File: src/rtl/core/olpd_pkg.sv
// olpd_pkg: shared types and constants for the ordered list block
// (payload structs, opcodes, status codes, cell control)
// no dependencies
package olpd_pkg;

    localparam int DATA_W = 32;

    typedef enum logic [1:0] {
        OP_PUSH   = 2'd0,
        OP_DELETE = 2'd1,
        OP_DUMP   = 2'd2
    } t_op;

    typedef enum logic [2:0] {
        ST_PUSHED    = 3'd0,
        ST_DELETED   = 3'd1,
        ST_NOT_FOUND = 3'd2,
        ST_EMPTY     = 3'd3,
        ST_FULL      = 3'd4,
        ST_ENTRY     = 3'd5
    } t_status;

    typedef struct packed {
        logic [1:0]               opcode;
        logic signed [DATA_W-1:0] value;
    } t_in_item;

    typedef struct packed {
        logic [2:0]               status;
        logic signed [DATA_W-1:0] item;
        logic                     last;
    } t_out_item;

    typedef enum logic [1:0] {
        ACT_HOLD   = 2'd0,
        ACT_PUSH   = 2'd1,
        ACT_DELETE = 2'd2,
        ACT_ROTATE = 2'd3
    } t_cell_act;

    typedef struct packed {
        t_cell_act act;
        logic      occ;
        logic      tail;
    } t_cell_ctrl;

    typedef enum logic {
        FSM_IDLE = 1'b0,
        FSM_DUMP = 1'b1
    } t_state;

endpackage

File: src/rtl/core/olpd_cell.sv
// olpd_cell: one list slot; shifts, closes gaps and rotates with its neighbors
// uses olpd_pkg for the cell control struct and data width
module olpd_cell (
    input  logic                                 i_clk,
    input  olpd_pkg::t_cell_ctrl                 i_ctrl,
    input  logic [olpd_pkg::DATA_W-1:0]          i_key,
    input  logic [olpd_pkg::DATA_W-1:0]          i_prev_data,
    input  logic [olpd_pkg::DATA_W-1:0]          i_next_data,
    input  logic [olpd_pkg::DATA_W-1:0]          i_head_data,
    input  logic                                 i_found,
    output logic                                 o_found,
    output logic [olpd_pkg::DATA_W-1:0]          o_data
);

    logic [olpd_pkg::DATA_W-1:0] r_data;
    logic [olpd_pkg::DATA_W-1:0] n_data;
    logic                        w_match;

    assign w_match = i_ctrl.occ && (r_data == i_key);
    // found flag ripples toward the tail: set at and after the newest match
    assign o_found = i_found | w_match;
    assign o_data  = r_data;

    always_comb begin
        n_data = r_data;
        case (i_ctrl.act)
            olpd_pkg::ACT_PUSH: begin
                n_data = i_prev_data;
            end
            olpd_pkg::ACT_DELETE: begin
                if (o_found) begin
                    n_data = i_next_data;
                end
            end
            olpd_pkg::ACT_ROTATE: begin
                // tail wraps the head around, others move one toward the head
                n_data = i_ctrl.tail ? i_head_data : i_next_data;
            end
            default: begin
                n_data = r_data;
            end
        endcase
    end

    always_ff @(posedge i_clk) begin
        r_data <= n_data;
    end

endmodule

File: src/rtl/core/ordered_list_push_delete_dump.sv
// ordered_list_push_delete_dump: bounded newest-first list built as a chain of cells
// uses olpd_pkg and olpd_cell
//
// Usage:
//   Input channel (i_in_valid / o_in_stall / i_in_item) takes commands:
//   push, delete first match, dump. Output channel (o_out_valid / i_out_stall
//   / o_out_item) returns results; the final result of each command has last
//   set. Opcode 3 is taken and gives no result.
//   Push and delete act on all cells at once: the result is registered at
//   the transfer, and a new command may follow every cycle as long as the
//   receiver takes results.
//   A dump of N > 0 entries gives N results, one per cycle while the receiver
//   takes them, by rotating the chain N times toward the head; the input is
//   stalled until the rotation is done. An empty dump gives one EMPTY result.
//   Delete search is one compare per cell plus a found flag rippling along
//   the DEPTH cells.
//   Reset (i_rst_n low, synchronous) empties the list and drops any pending
//   result. While the receiver stalls, the result register holds and the
//   input is stalled; a dump pauses in place.
module ordered_list_push_delete_dump #(
    parameter int DEPTH = 16
) (
    input  logic                 i_clk,
    input  logic                 i_rst_n,
    input  logic                 i_in_valid,
    output logic                 o_in_stall,
    input  olpd_pkg::t_in_item   i_in_item,
    output logic                 o_out_valid,
    input  logic                 i_out_stall,
    output olpd_pkg::t_out_item  o_out_item
);

    localparam int CW = $clog2(DEPTH + 1);

    olpd_pkg::t_state     r_state;
    olpd_pkg::t_state     n_state;
    logic [CW-1:0]        r_count;
    logic [CW-1:0]        n_count;
    logic [CW-1:0]        r_remain;
    logic [CW-1:0]        n_remain;
    logic                 r_out_valid;
    logic                 n_out_valid;
    olpd_pkg::t_out_item  r_out;
    olpd_pkg::t_out_item  n_out;
    olpd_pkg::t_cell_act  w_act;

    logic                              w_out_free;
    logic                              w_in_xfer;
    logic                              w_full;
    logic                              w_empty;
    logic                              w_hit;
    olpd_pkg::t_op                     w_op;
    logic [olpd_pkg::DATA_W-1:0]       w_data  [DEPTH];
    logic                              w_found [DEPTH];
    olpd_pkg::t_cell_ctrl              w_ctrl  [DEPTH];

    assign w_out_free = !r_out_valid || !i_out_stall;
    assign o_in_stall = (r_state != olpd_pkg::FSM_IDLE) || !w_out_free;
    assign w_in_xfer  = i_in_valid && !o_in_stall;
    assign w_full     = (r_count == CW'(DEPTH));
    assign w_empty    = (r_count == '0);
    assign w_hit      = w_found[DEPTH-1];
    assign w_op       = olpd_pkg::t_op'(i_in_item.opcode);

    assign o_out_valid = r_out_valid;
    assign o_out_item  = r_out;

    genvar g;
    generate
        for (g = 0; g < DEPTH; g++) begin : g_cell
            logic [olpd_pkg::DATA_W-1:0] w_prev;
            logic [olpd_pkg::DATA_W-1:0] w_next;
            logic                        w_fin;

            assign w_ctrl[g].act  = w_act;
            assign w_ctrl[g].occ  = (CW'(g) < r_count);
            assign w_ctrl[g].tail = (CW'(g + 1) == r_count);

            if (g == 0) begin : g_head
                assign w_prev = i_in_item.value;
                assign w_fin  = 1'b0;
            end else begin : g_body
                assign w_prev = w_data[g-1];
                assign w_fin  = w_found[g-1];
            end

            if (g == DEPTH - 1) begin : g_end
                assign w_next = w_data[g];
            end else begin : g_mid
                assign w_next = w_data[g+1];
            end

            olpd_cell u_cell (
                .i_clk       (i_clk),
                .i_ctrl      (w_ctrl[g]),
                .i_key       (i_in_item.value),
                .i_prev_data (w_prev),
                .i_next_data (w_next),
                .i_head_data (w_data[0]),
                .i_found     (w_fin),
                .o_found     (w_found[g]),
                .o_data      (w_data[g])
            );
        end
    endgenerate

    // next state
    always_comb begin
        n_state = r_state;
        case (r_state)
            olpd_pkg::FSM_IDLE: begin
                if (w_in_xfer && (w_op == olpd_pkg::OP_DUMP) && !w_empty) begin
                    n_state = olpd_pkg::FSM_DUMP;
                end
            end
            olpd_pkg::FSM_DUMP: begin
                if (w_out_free && (r_remain == CW'(1))) begin
                    n_state = olpd_pkg::FSM_IDLE;
                end
            end
            default: begin
                n_state = olpd_pkg::FSM_IDLE;
            end
        endcase
    end

    // outputs, cell actions and counters
    always_comb begin
        n_count     = r_count;
        n_remain    = r_remain;
        w_act       = olpd_pkg::ACT_HOLD;
        n_out_valid = r_out_valid && i_out_stall;
        n_out       = r_out;
        case (r_state)
            olpd_pkg::FSM_IDLE: begin
                if (w_in_xfer) begin
                    n_out.item = '0;
                    n_out.last = 1'b1;
                    case (w_op)
                        olpd_pkg::OP_PUSH: begin
                            n_out_valid = 1'b1;
                            if (w_full) begin
                                n_out.status = olpd_pkg::ST_FULL;
                            end else begin
                                w_act        = olpd_pkg::ACT_PUSH;
                                n_count      = r_count + CW'(1);
                                n_out.status = olpd_pkg::ST_PUSHED;
                            end
                        end
                        olpd_pkg::OP_DELETE: begin
                            n_out_valid = 1'b1;
                            if (w_empty) begin
                                n_out.status = olpd_pkg::ST_EMPTY;
                            end else if (w_hit) begin
                                w_act        = olpd_pkg::ACT_DELETE;
                                n_count      = r_count - CW'(1);
                                n_out.status = olpd_pkg::ST_DELETED;
                            end else begin
                                n_out.status = olpd_pkg::ST_NOT_FOUND;
                            end
                        end
                        olpd_pkg::OP_DUMP: begin
                            if (w_empty) begin
                                n_out_valid  = 1'b1;
                                n_out.status = olpd_pkg::ST_EMPTY;
                            end else begin
                                n_remain = r_count;
                            end
                        end
                        default: begin
                            n_out_valid = r_out_valid && i_out_stall;
                        end
                    endcase
                end
            end
            olpd_pkg::FSM_DUMP: begin
                if (w_out_free) begin
                    n_out_valid  = 1'b1;
                    n_out.status = olpd_pkg::ST_ENTRY;
                    n_out.item   = w_data[0];
                    n_out.last   = (r_remain == CW'(1));
                    w_act        = olpd_pkg::ACT_ROTATE;
                    n_remain     = r_remain - CW'(1);
                end
            end
            default: begin
                w_act = olpd_pkg::ACT_HOLD;
            end
        endcase
    end

    always_ff @(posedge i_clk) begin
        if (!i_rst_n) begin
            r_state     <= olpd_pkg::FSM_IDLE;
            r_count     <= '0;
            r_remain    <= '0;
            r_out_valid <= 1'b0;
        end else begin
            r_state     <= n_state;
            r_count     <= n_count;
            r_remain    <= n_remain;
            r_out_valid <= n_out_valid;
        end
    end

    always_ff @(posedge i_clk) begin
        r_out <= n_out;
    end

`ifndef SYNTHESIS
    a_count_bound: assert property (@(posedge i_clk) disable iff (!i_rst_n)
        r_count <= CW'(DEPTH))
        else $error("list count above depth");

    a_dump_remain: assert property (@(posedge i_clk) disable iff (!i_rst_n)
        (r_state == olpd_pkg::FSM_DUMP) |-> (r_remain != '0))
        else $error("dump running with nothing left");

    a_push_grows: assert property (@(posedge i_clk) disable iff (!i_rst_n)
        (w_in_xfer && (w_op == olpd_pkg::OP_PUSH) && !w_full)
        |=> (r_count == $past(r_count) + CW'(1)))
        else $error("push did not grow the list");

    a_dump_ends: assert property (@(posedge i_clk) disable iff (!i_rst_n)
        ((r_state == olpd_pkg::FSM_DUMP) && w_out_free && (r_remain == CW'(1)))
        |=> ((r_state == olpd_pkg::FSM_IDLE) && r_out_valid && r_out.last))
        else $error("dump did not close with a last transfer");
`endif

endmodule
File: config.mk
export PLATFORM = sky130hd
export DESIGN_NAME = ordered_list_push_delete_dump
export DESIGN_NICKNAME = d
export VERILOG_FILES = /design/src/rtl/core/olpd_pkg.sv /design/src/rtl/core/olpd_cell.sv /design/src/rtl/core/ordered_list_push_delete_dump.sv
export SDC_FILE = /design/constraint.sdc
export NUM_CORES = 2
export LEC_CHECK = 0
export BUFFER_PORTS_ARGS = -buffer_cell sky130_fd_sc_hd__buf_2
export CAP_MARGIN = 10
export CORE_AREA = 4 4 241 302
export DETAILED_ROUTE_END_ITERATION = 10
export DIE_AREA = 0 0 245 306
export PLACE_DENSITY_LB_ADDON = 0.12
export SLEW_MARGIN = 5
export SYNTH_ARGS = -nofsm -noshare
export SYNTH_HDL_FRONTEND = slang
export SYNTH_HIERARCHICAL = 1
export SYNTH_SLANG_ARGS = --single-unit
File: constraint.sdc
create_clock -name i_clk -period 8.4 [get_ports i_clk]
set_input_delay 0.84 -clock i_clk [delete_from_list [all_inputs] [get_ports i_clk]]
set_output_delay 0.84 -clock i_clk [all_outputs]
set_load 0.005 [all_outputs]
## Yosys cells after proc, flatten, opt, wreduce, memory -nomap -nowiden

Index checks and enable logic that the tools add are counted.

- Flip-flop bits (word level): 560
- Bits of input ports: 38
- Output and inout port bits: 38
- Word-level logic and storage cells: 256

- Add/subtract/negate cells: 3
- Order comparisons: 16
- Eq/ne operators: 65
- Mux-type cells: 79
- Bitwise logic cells: 16
- Reduce and logical (&&, ||, !) cells: 54

Operator list:

| cell | count |
|---|---|
| $pmux W32 S3 | 15 |
| $mux W32 | 31 |
| $eq A32 B32 Y1 | 16 |
| $mux W36 | 2 |
| $pmux W36 S2 | 1 |
| $pmux W32 S2 | 1 |
| $eq A4 B5 Y1 const A | 8 |
| $lt A4 B5 Y1 const A | 8 |
| $ne A2 B1 Y1 const B | 18 |
| $mux W5 | 7 |
| $reduce_and A2 Y1 | 16 |
| $logic_and A1 B1 Y1 | 21 |
| $eq A3 B5 Y1 const A | 4 |
| $lt A3 B5 Y1 const A | 4 |
| $pmux W5 S2 | 2 |
| $or A1 B1 Y1 | 15 |
| $mux W2 | 6 |
| $ne A2 B2 Y1 const B | 6 |
| $eq A2 B5 Y1 const A | 2 |
| $lt A1 B5 Y1 const A | 2 |
| $lt A2 B5 Y1 const A | 2 |
| $sub A5 B1 Y5 const B | 2 |
| $pmux W3 S3 | 1 |
| $pmux W2 S2 | 2 |
| 23 further kinds | 41 |

## Logic depth before layout (Yosys ltp)

- Word-level depth: 25
- Gate-level depth with buffers: 28
- Gate-level depth less buffers: 25

## By module

Netlist, hierarchy kept.

By module, submodules not included:

| module | instances | cells an instance | area each (µm²) | sequential area each (µm²) |
|---|---|---|---|---|
| olpd_cell | 16 | 193 | 2006.9 | 960.9 |
| ordered_list_push_delete_dump | 1 | 247 | 2561.2 | 1321.3 |

## Worst setup path after synthesis

No wires, ideal clock.

- Kind: input to register
- From: in i_in_item[1] (netlist bit)
- To: reg g_cell[0].u_cell.r_data, in the netlist g_cell[0].u_cell/o_data[0] (enable)
- Setup time: 0.425 ns
- Arrival time: 6.447 ns
- Required time: 7.975 ns
- Setup slack: 1.527 ns
- Stages: 25
- Path buffers: 1
- Cell sequence: xnor2_1 > nand3_1 > nor4_1 > nand4_1 > nand2b_1 > nand2b_1 > nand2b_1 > nand2b_1 > nand2b_1 > nand2b_1 > nand2b_1 > nand2b_1 > nand2b_1 > nand2b_1 > nand2b_1 > nand2b_1 > nand2b_1 > nand2b_1 > nand2b_1 > nand2b_1 > a41oi_1 > nor2_1 > buf_2 > inv_1 > o21ai_1

- Word-level cells in the longest chain between the ends: 25
- Elaborated cells on any way between the ends: 59
- Classes of those cells: eq/ne (21); mux (5); bitwise (15); reduce/logical (18)

RTL lines:

| element | RTL line | text |
|---|---|---|
| from (decl) | ordered_list_push_delete_dump.sv:27 | `input olpd_pkg::t_in_item i_in_item,` |
| $eq A32 B32 Y1 * | olpd_cell.sv:19 | `assign w_match = i_ctrl.occ && (r_data == i_key);` |
| $logic_and A1 B1 Y1 * | olpd_cell.sv:19 |  |
| net g_cell[1].w_fin | ordered_list_push_delete_dump.sv:73 | `logic w_fin;` |
| $or A1 B1 Y1 * | olpd_cell.sv:21 | `assign o_found = i_found \| w_match;` |
| net g_cell[2].w_fin | ordered_list_push_delete_dump.sv:73 |  |
| $or A1 B1 Y1 * | olpd_cell.sv:21 |  |
| net g_cell[3].w_fin | ordered_list_push_delete_dump.sv:73 |  |
| $or A1 B1 Y1 * | olpd_cell.sv:21 |  |
| net g_cell[4].w_fin | ordered_list_push_delete_dump.sv:73 |  |
| [... 1 more ...] | - |  |
| net g_cell[5].w_fin | ordered_list_push_delete_dump.sv:73 |  |
| [... 1 more ...] | - |  |
| net g_cell[6].w_fin | ordered_list_push_delete_dump.sv:73 |  |
| [... 1 more ...] | - |  |
| net g_cell[7].w_fin | ordered_list_push_delete_dump.sv:73 |  |
| [... 1 more ...] | - |  |
| net g_cell[8].w_fin | ordered_list_push_delete_dump.sv:73 |  |
| [... 1 more ...] | - |  |
| net g_cell[9].w_fin | ordered_list_push_delete_dump.sv:73 |  |
| [... 1 more ...] | - |  |
| net g_cell[10].w_fin | ordered_list_push_delete_dump.sv:73 |  |
| [... 1 more ...] | - |  |
| net g_cell[11].w_fin | ordered_list_push_delete_dump.sv:73 |  |
| [... 1 more ...] | - |  |
| net g_cell[12].w_fin | ordered_list_push_delete_dump.sv:73 |  |
| [... 1 more ...] | - |  |
| net g_cell[13].w_fin | ordered_list_push_delete_dump.sv:73 |  |
| [... 1 more ...] | - |  |
| net g_cell[14].w_fin | ordered_list_push_delete_dump.sv:73 |  |
| [... 1 more ...] | - |  |
| net g_cell[15].w_fin | ordered_list_push_delete_dump.sv:73 |  |
| [... 1 more ...] | - |  |
| net w_hit | ordered_list_push_delete_dump.sv:51 | `logic w_hit;` |
| [... 1 more ...] | - |  |
| $mux W2 * | ordered_list_push_delete_dump.sv:152 | `if (w_empty) begin` |
| $pmux W2 S2 * | ordered_list_push_delete_dump.sv:139 | `case (w_op)` |
| $mux W2 * | ordered_list_push_delete_dump.sv:136 | `if (w_in_xfer) begin` |
| $pmux W2 S2 * | ordered_list_push_delete_dump.sv:134 | `case (r_state)` |
| net w_act[1] | ordered_list_push_delete_dump.sv:45 | `olpd_pkg::t_cell_act w_act;` |
| $eq A2 B2 Y1 / $eq A2 B1 Y1 (equally long branches) | olpd_cell.sv:26 | `case (i_ctrl.act)` |
| $ne A2 B1 Y1 (no source line) (tied with other cells) | - |  |
| $reduce_and A3 Y1 (no source line) * | - |  |
| to (signal assigned) | olpd_cell.sv:46 | `r_data <= n_data;` |
| to (decl) | olpd_cell.sv:15 | `logic [olpd_pkg::DATA_W-1:0] r_data;` |

Mark *: on every way through the listed nets, which the timed path passes. The rest lies on a longest branch.
A chain may end at the register's enable or synchronous reset.

## Final worst setup path

- From: reg g_cell[0].u_cell.r_data, in the netlist g_cell[0].u_cell/o_data[12]
- To: reg g_cell[3].u_cell.r_data, in the netlist g_cell[3].u_cell/o_data[3], data pin

- Word-level cells in the longest chain between the ends: 24
- Elaborated cells on any way between the ends: 26
- Classes of those cells: eq/ne (4); mux (6); bitwise (15); reduce/logical (1)

RTL lines:

| element | RTL line | text |
|---|---|---|
| $eq A32 B32 Y1 * | olpd_cell.sv:19 |  |
| $logic_and A1 B1 Y1 * | olpd_cell.sv:19 |  |
| net g_cell[1].w_fin | ordered_list_push_delete_dump.sv:73 |  |
| $or A1 B1 Y1 * | olpd_cell.sv:21 |  |
| net g_cell[2].w_fin | ordered_list_push_delete_dump.sv:73 |  |
| $or A1 B1 Y1 * | olpd_cell.sv:21 |  |
| net g_cell[3].w_fin | ordered_list_push_delete_dump.sv:73 |  |
| $or A1 B1 Y1 * | olpd_cell.sv:21 |  |
| net g_cell[4].w_fin | ordered_list_push_delete_dump.sv:73 |  |
| [... 1 more ...] | - |  |
| net g_cell[5].w_fin | ordered_list_push_delete_dump.sv:73 |  |
| [... 1 more ...] | - |  |
| net g_cell[6].w_fin | ordered_list_push_delete_dump.sv:73 |  |
| [... 1 more ...] | - |  |
| net g_cell[7].w_fin | ordered_list_push_delete_dump.sv:73 |  |
| [... 1 more ...] | - |  |
| net g_cell[8].w_fin | ordered_list_push_delete_dump.sv:73 |  |
| [... 1 more ...] | - |  |
| net g_cell[9].w_fin | ordered_list_push_delete_dump.sv:73 |  |
| [... 1 more ...] | - |  |
| net g_cell[10].w_fin | ordered_list_push_delete_dump.sv:73 |  |
| [... 1 more ...] | - |  |
| net g_cell[11].w_fin | ordered_list_push_delete_dump.sv:73 |  |
| [... 1 more ...] | - |  |
| net g_cell[12].w_fin | ordered_list_push_delete_dump.sv:73 |  |
| [... 1 more ...] | - |  |
| net g_cell[13].w_fin | ordered_list_push_delete_dump.sv:73 |  |
| [... 1 more ...] | - |  |
| net g_cell[14].w_fin | ordered_list_push_delete_dump.sv:73 |  |
| [... 1 more ...] | - |  |
| net g_cell[15].w_fin | ordered_list_push_delete_dump.sv:73 |  |
| [... 1 more ...] | - |  |
| net w_hit | ordered_list_push_delete_dump.sv:51 |  |
| [... 1 more ...] | - |  |
| $mux W2 * | ordered_list_push_delete_dump.sv:152 |  |
| $pmux W2 S2 * | ordered_list_push_delete_dump.sv:139 |  |
| $mux W2 * | ordered_list_push_delete_dump.sv:136 |  |
| $pmux W2 S2 * | ordered_list_push_delete_dump.sv:134 |  |
| net w_act[1] | ordered_list_push_delete_dump.sv:45 |  |
| $eq A2 B2 Y1 / $eq A2 B1 Y1 (equally long branches) | olpd_cell.sv:26 |  |
| $pmux W32 S3 * | olpd_cell.sv:26 |  |
| net g_cell[3].u_cell.n_data (one bit) | olpd_cell.sv:16 | `logic [olpd_pkg::DATA_W-1:0] n_data;` |
| to (signal assigned) | olpd_cell.sv:46 |  |
| to (decl) | olpd_cell.sv:15 |  |

Marked as above.

==> results.md <==
- Most common cell on crit path: nand2b_1
- Grt ovf: 0
- Fin crit period: 6.95 ns
- Hold Path Class: flop to flop
- Maximum vdd ir drop: around 160 uV
- Yosys synthesis warning count: 6
- Commonest non-fill, non-tap cells in the layout: 548 x edfxtp_1, 541 x nor2_1, 537 x a21oi_1
- RR Startpoint: g_cell[0].u_cell/o_data[12]$_DFFE_PP_
- FFs w/ async S/R, synth: 0%
- # rows: ~110
- Critical path buffer and inverter count: 3
- Power Density: 191 nW/um2
- CP startpoint kind: flop
- Wirelength per Cell: 24.2 um
- Share of cells above drive strength 1: about 8%
- Max clock buf depth: 3
- Drt pass-1 iters: 5
- First-pass GRT wire length: 160 mm
- Rel. slew slack: 16.9%
- Worst-path maximum fanout: 110
- Mean Syn Cell Area: just over 10 um2
- Worst r2r dst: g_cell[3].u_cell/o_data[3]$_DFFE_PP_
- Hold-fix buffers at CTS: 0
- Via count: about 26,000
- Root buf cell: clkbuf_16
- Vias/cell: between 5 and 6
- Residual DRC: 0
- Die Y: 306 um
- Hold Path Stages: 2
- Total Nets Final: 3,425
- R2R depth: 26
- H-Tree Depth: 2
- Critical Path RT: 8.76 ns
- Hold endpoint: r_remain[1]$_SDFFE_PN0P_
- Port Buffer Count: between 70 and 80
- Flop-to-flop setup slack: 1.45 ns
- Max cap viols: 0
- Clock insertion delay at the later pin of the skew report: between 0.6 and 0.7 ns
- Global placement routability congestion: 0.884
- Drt total wl: 106 mm
- Commonest non-fill, non-tap cell in the layout: edfxtp_1
- Slew @ Worst Pin: 1.24 ns
- Leakage power: 16.1 nW
- Die X: 245 um
- Critical setup path kind: flop to flop
- Clk_skew: 0.0251 ns
- Clock buffer count from CTS: 60
- Pins Over Slew Limit: 0
- Largest net degree at the start of global routing: 147
- Worst Setup End Kind: flop
- Status: finished, final reports clean
- Max stage delay cell, worst path: edfxtp_1
- CTS tree: done
- Slowest stage delay, CP: 0.89 ns
- Post-synth EDFFs: 548
- Vias in the first global route: roughly 25,000
- Finished Layout Cells: around 4,400
- Clock slew at reported path FFs: 0.06 ns
- Placed Cells: 4,257
- Initial DRC count: 2,576
- Post-CTS setup buffers: 0
- Gate Count Post-Synth: 3,335
- CTS sink cnt: 560
- Max Clk Rate: 0.144 GHz
- Mapped cell area: approximately 35,000 um2
- Die area: 75,000 um2
- Placed wire-length estimate: 74.8 mm
- Starting Density: about half
- PostCTS Resize Cnt: 0
- CORE AREA: 70,100 um2
- Flop and latch count out of synthesis: 560
- Commonest register cell after synthesis: edfxtp_1
- Boundary pin count: 76
- Critical path's top delay family: simple AND/OR/NAND/NOR gates
- Synth unique cells: 53
- Hold path startpoint: r_remain[1]$_SDFFE_PN0P_
- Hold Slack: 0.494 ns
- Fin Setup TNS: 0 ns
- Total track usage: ~27%
- Antenna violations before repair: 7
- Final period util: between 80 and 90%
- Hold Fails Final Rpt: 0
- Endpoints failing setup: 0
- Unrepaired setup endpoints after global routing: false
- Sequential area share after synthesis: 48.2%
- DRT antenna net count: 0
- WP data arrival: 7.31 ns
- Area grow syn2layout: 10.2%
worst min-delay path, stage by stage (launching register included):
cell and delay (ns):
dfxtp_1 0.32, o21ai_0 0.07, a21oi_1 0.06
layout make-up:
cell class / count / area [um2]
clock inverters: 36 / 285
flip-flops and latches: 560 / 16700
well taps: 943 / 1180
diodes: 2 / 5.00
multi-input cells: 2491 / 16900
fillers: 6262 / 31900
inverters: 107 / 402
clock buffers: 76 / 1580
repair buffers: 156 / 1120
logic make-up (layout without fill, tap and decap cells):
| family | count (synthesis) | after routing | synth area share (%) |
|---|---|---|---|
| other | 1 | 4 | 0.0108 |
| XOR/XNOR | 434 | 434 | 11.0 |
| AND/OR/NAND/NOR | 871 | 871 | 11.5 |
| flip-flops | 560 | 560 | 48.2 |
| buffers and inverters | 285 | 375 | 3.71 |
| AO/OA/AOI/OAI | 659 | 659 | 10.5 |
| multiplexers | 514 | 514 | 14.8 |
| adder cells (fa/ha/maj) | 11 | 11 | 0.397 |
synthesized netlist by cell type (2+ instances only):
cell,count,area share [%]
o31ai_1,4,0.087
ha_1,11,0.40
a31oi_1,4,0.072
or3_1,4,0.072
a22o_1,32,0.81
xnor2_1,401,10
clkbuf_1,93,1.0
o21ai_0,12,0.17
a41oi_1,2,0.051
edfxtp_1,548,47
nor3b_1,3,0.065
nand2b_1,57,1.0
a21oi_1,537,7.8
nor3_1,21,0.30
a2111o_1,2,0.065
nor4b_1,2,0.051
dfxtp_1,12,0.69
and2_1,36,0.65
o21ai_1,17,0.25
nor2b_1,4,0.072
nor2_1,543,5.9
nand4_1,96,1.7
xor2_1,33,0.83
o221ai_1,32,0.81
o311a_1,2,0.058
and3_1,5,0.090
nand2_1,29,0.31
inv_1,105,1.1
buf_2,17,0.25
mux2i_1,513,15
nor4_1,32,0.58
o21a_1,2,0.043
nand3_1,33,0.48
o21bai_1,3,0.065
a21o_1,3,0.065
buf_4,50,1.1
or4_1,3,0.065
buf_1,17,0.18
how the worst max path moves through the flow:
stage / start / end / slack (ns) / cells past startpoint
after floorplan: i_in_item[1] / g_cell[0].u_cell/o_data[0]$_DFFE_PP_ / 1.53 / 25
after global placement: i_in_item[31] / g_cell[1].u_cell/o_data[3]$_DFFE_PP_ / 1.28 / 28
after detailed placement: i_in_item[31] / g_cell[9].u_cell/o_data[11]$_DFFE_PP_ / 1.22 / 28
after CTS: g_cell[0].u_cell/o_data[12]$_DFFE_PP_ / g_cell[3].u_cell/o_data[3]$_DFFE_PP_ / 1.60 / 26
after global routing: g_cell[0].u_cell/o_data[22]$_DFFE_PP_ / g_cell[4].u_cell/o_data[31]$_DFFE_PP_ / 1.03 / 27
final: g_cell[0].u_cell/o_data[12]$_DFFE_PP_ / g_cell[3].u_cell/o_data[3]$_DFFE_PP_ / 1.45 / 26
per-stage QoR:
stage          area [um2]  setup slack [ns]  util (%)  power (mW)
2_1_floorplan       34700              1.53         -        4.31
3_3_place_gp        36300              1.28      51.8        4.71
3_5_place_dp        36300              1.22      51.8        4.74
4_1_cts             38200              1.60      54.5        7.35
5_1_grt             38200              1.03      54.5        7.61
6_report            38200              1.45      54.5        7.31
flip-flops by register name (all words and copies together), names as in the netlist:
signal,count
r_state,1
r_remain,5
r_count,5
g_cell.u_cell/o_data,512
o_out_item,36
o_out_valid,1
layer usage:
metal	global-route usage, %	share of wire [%]
met2	45.8	48
met3	3.47	5.7
met4	9.52	3.7
met5	0	0.035
met1	37.3	43
where the power goes:
group / switching [mW] / internal [mW] / leakage (nW)
Clock: 1.14 / 1.47 / 0.911
Sequential: 0.230 / 3.36 / 5.19
Combinational: 0.674 / 0.436 / 10.1
Note: power is estimated with default switching activity, not from simulation.
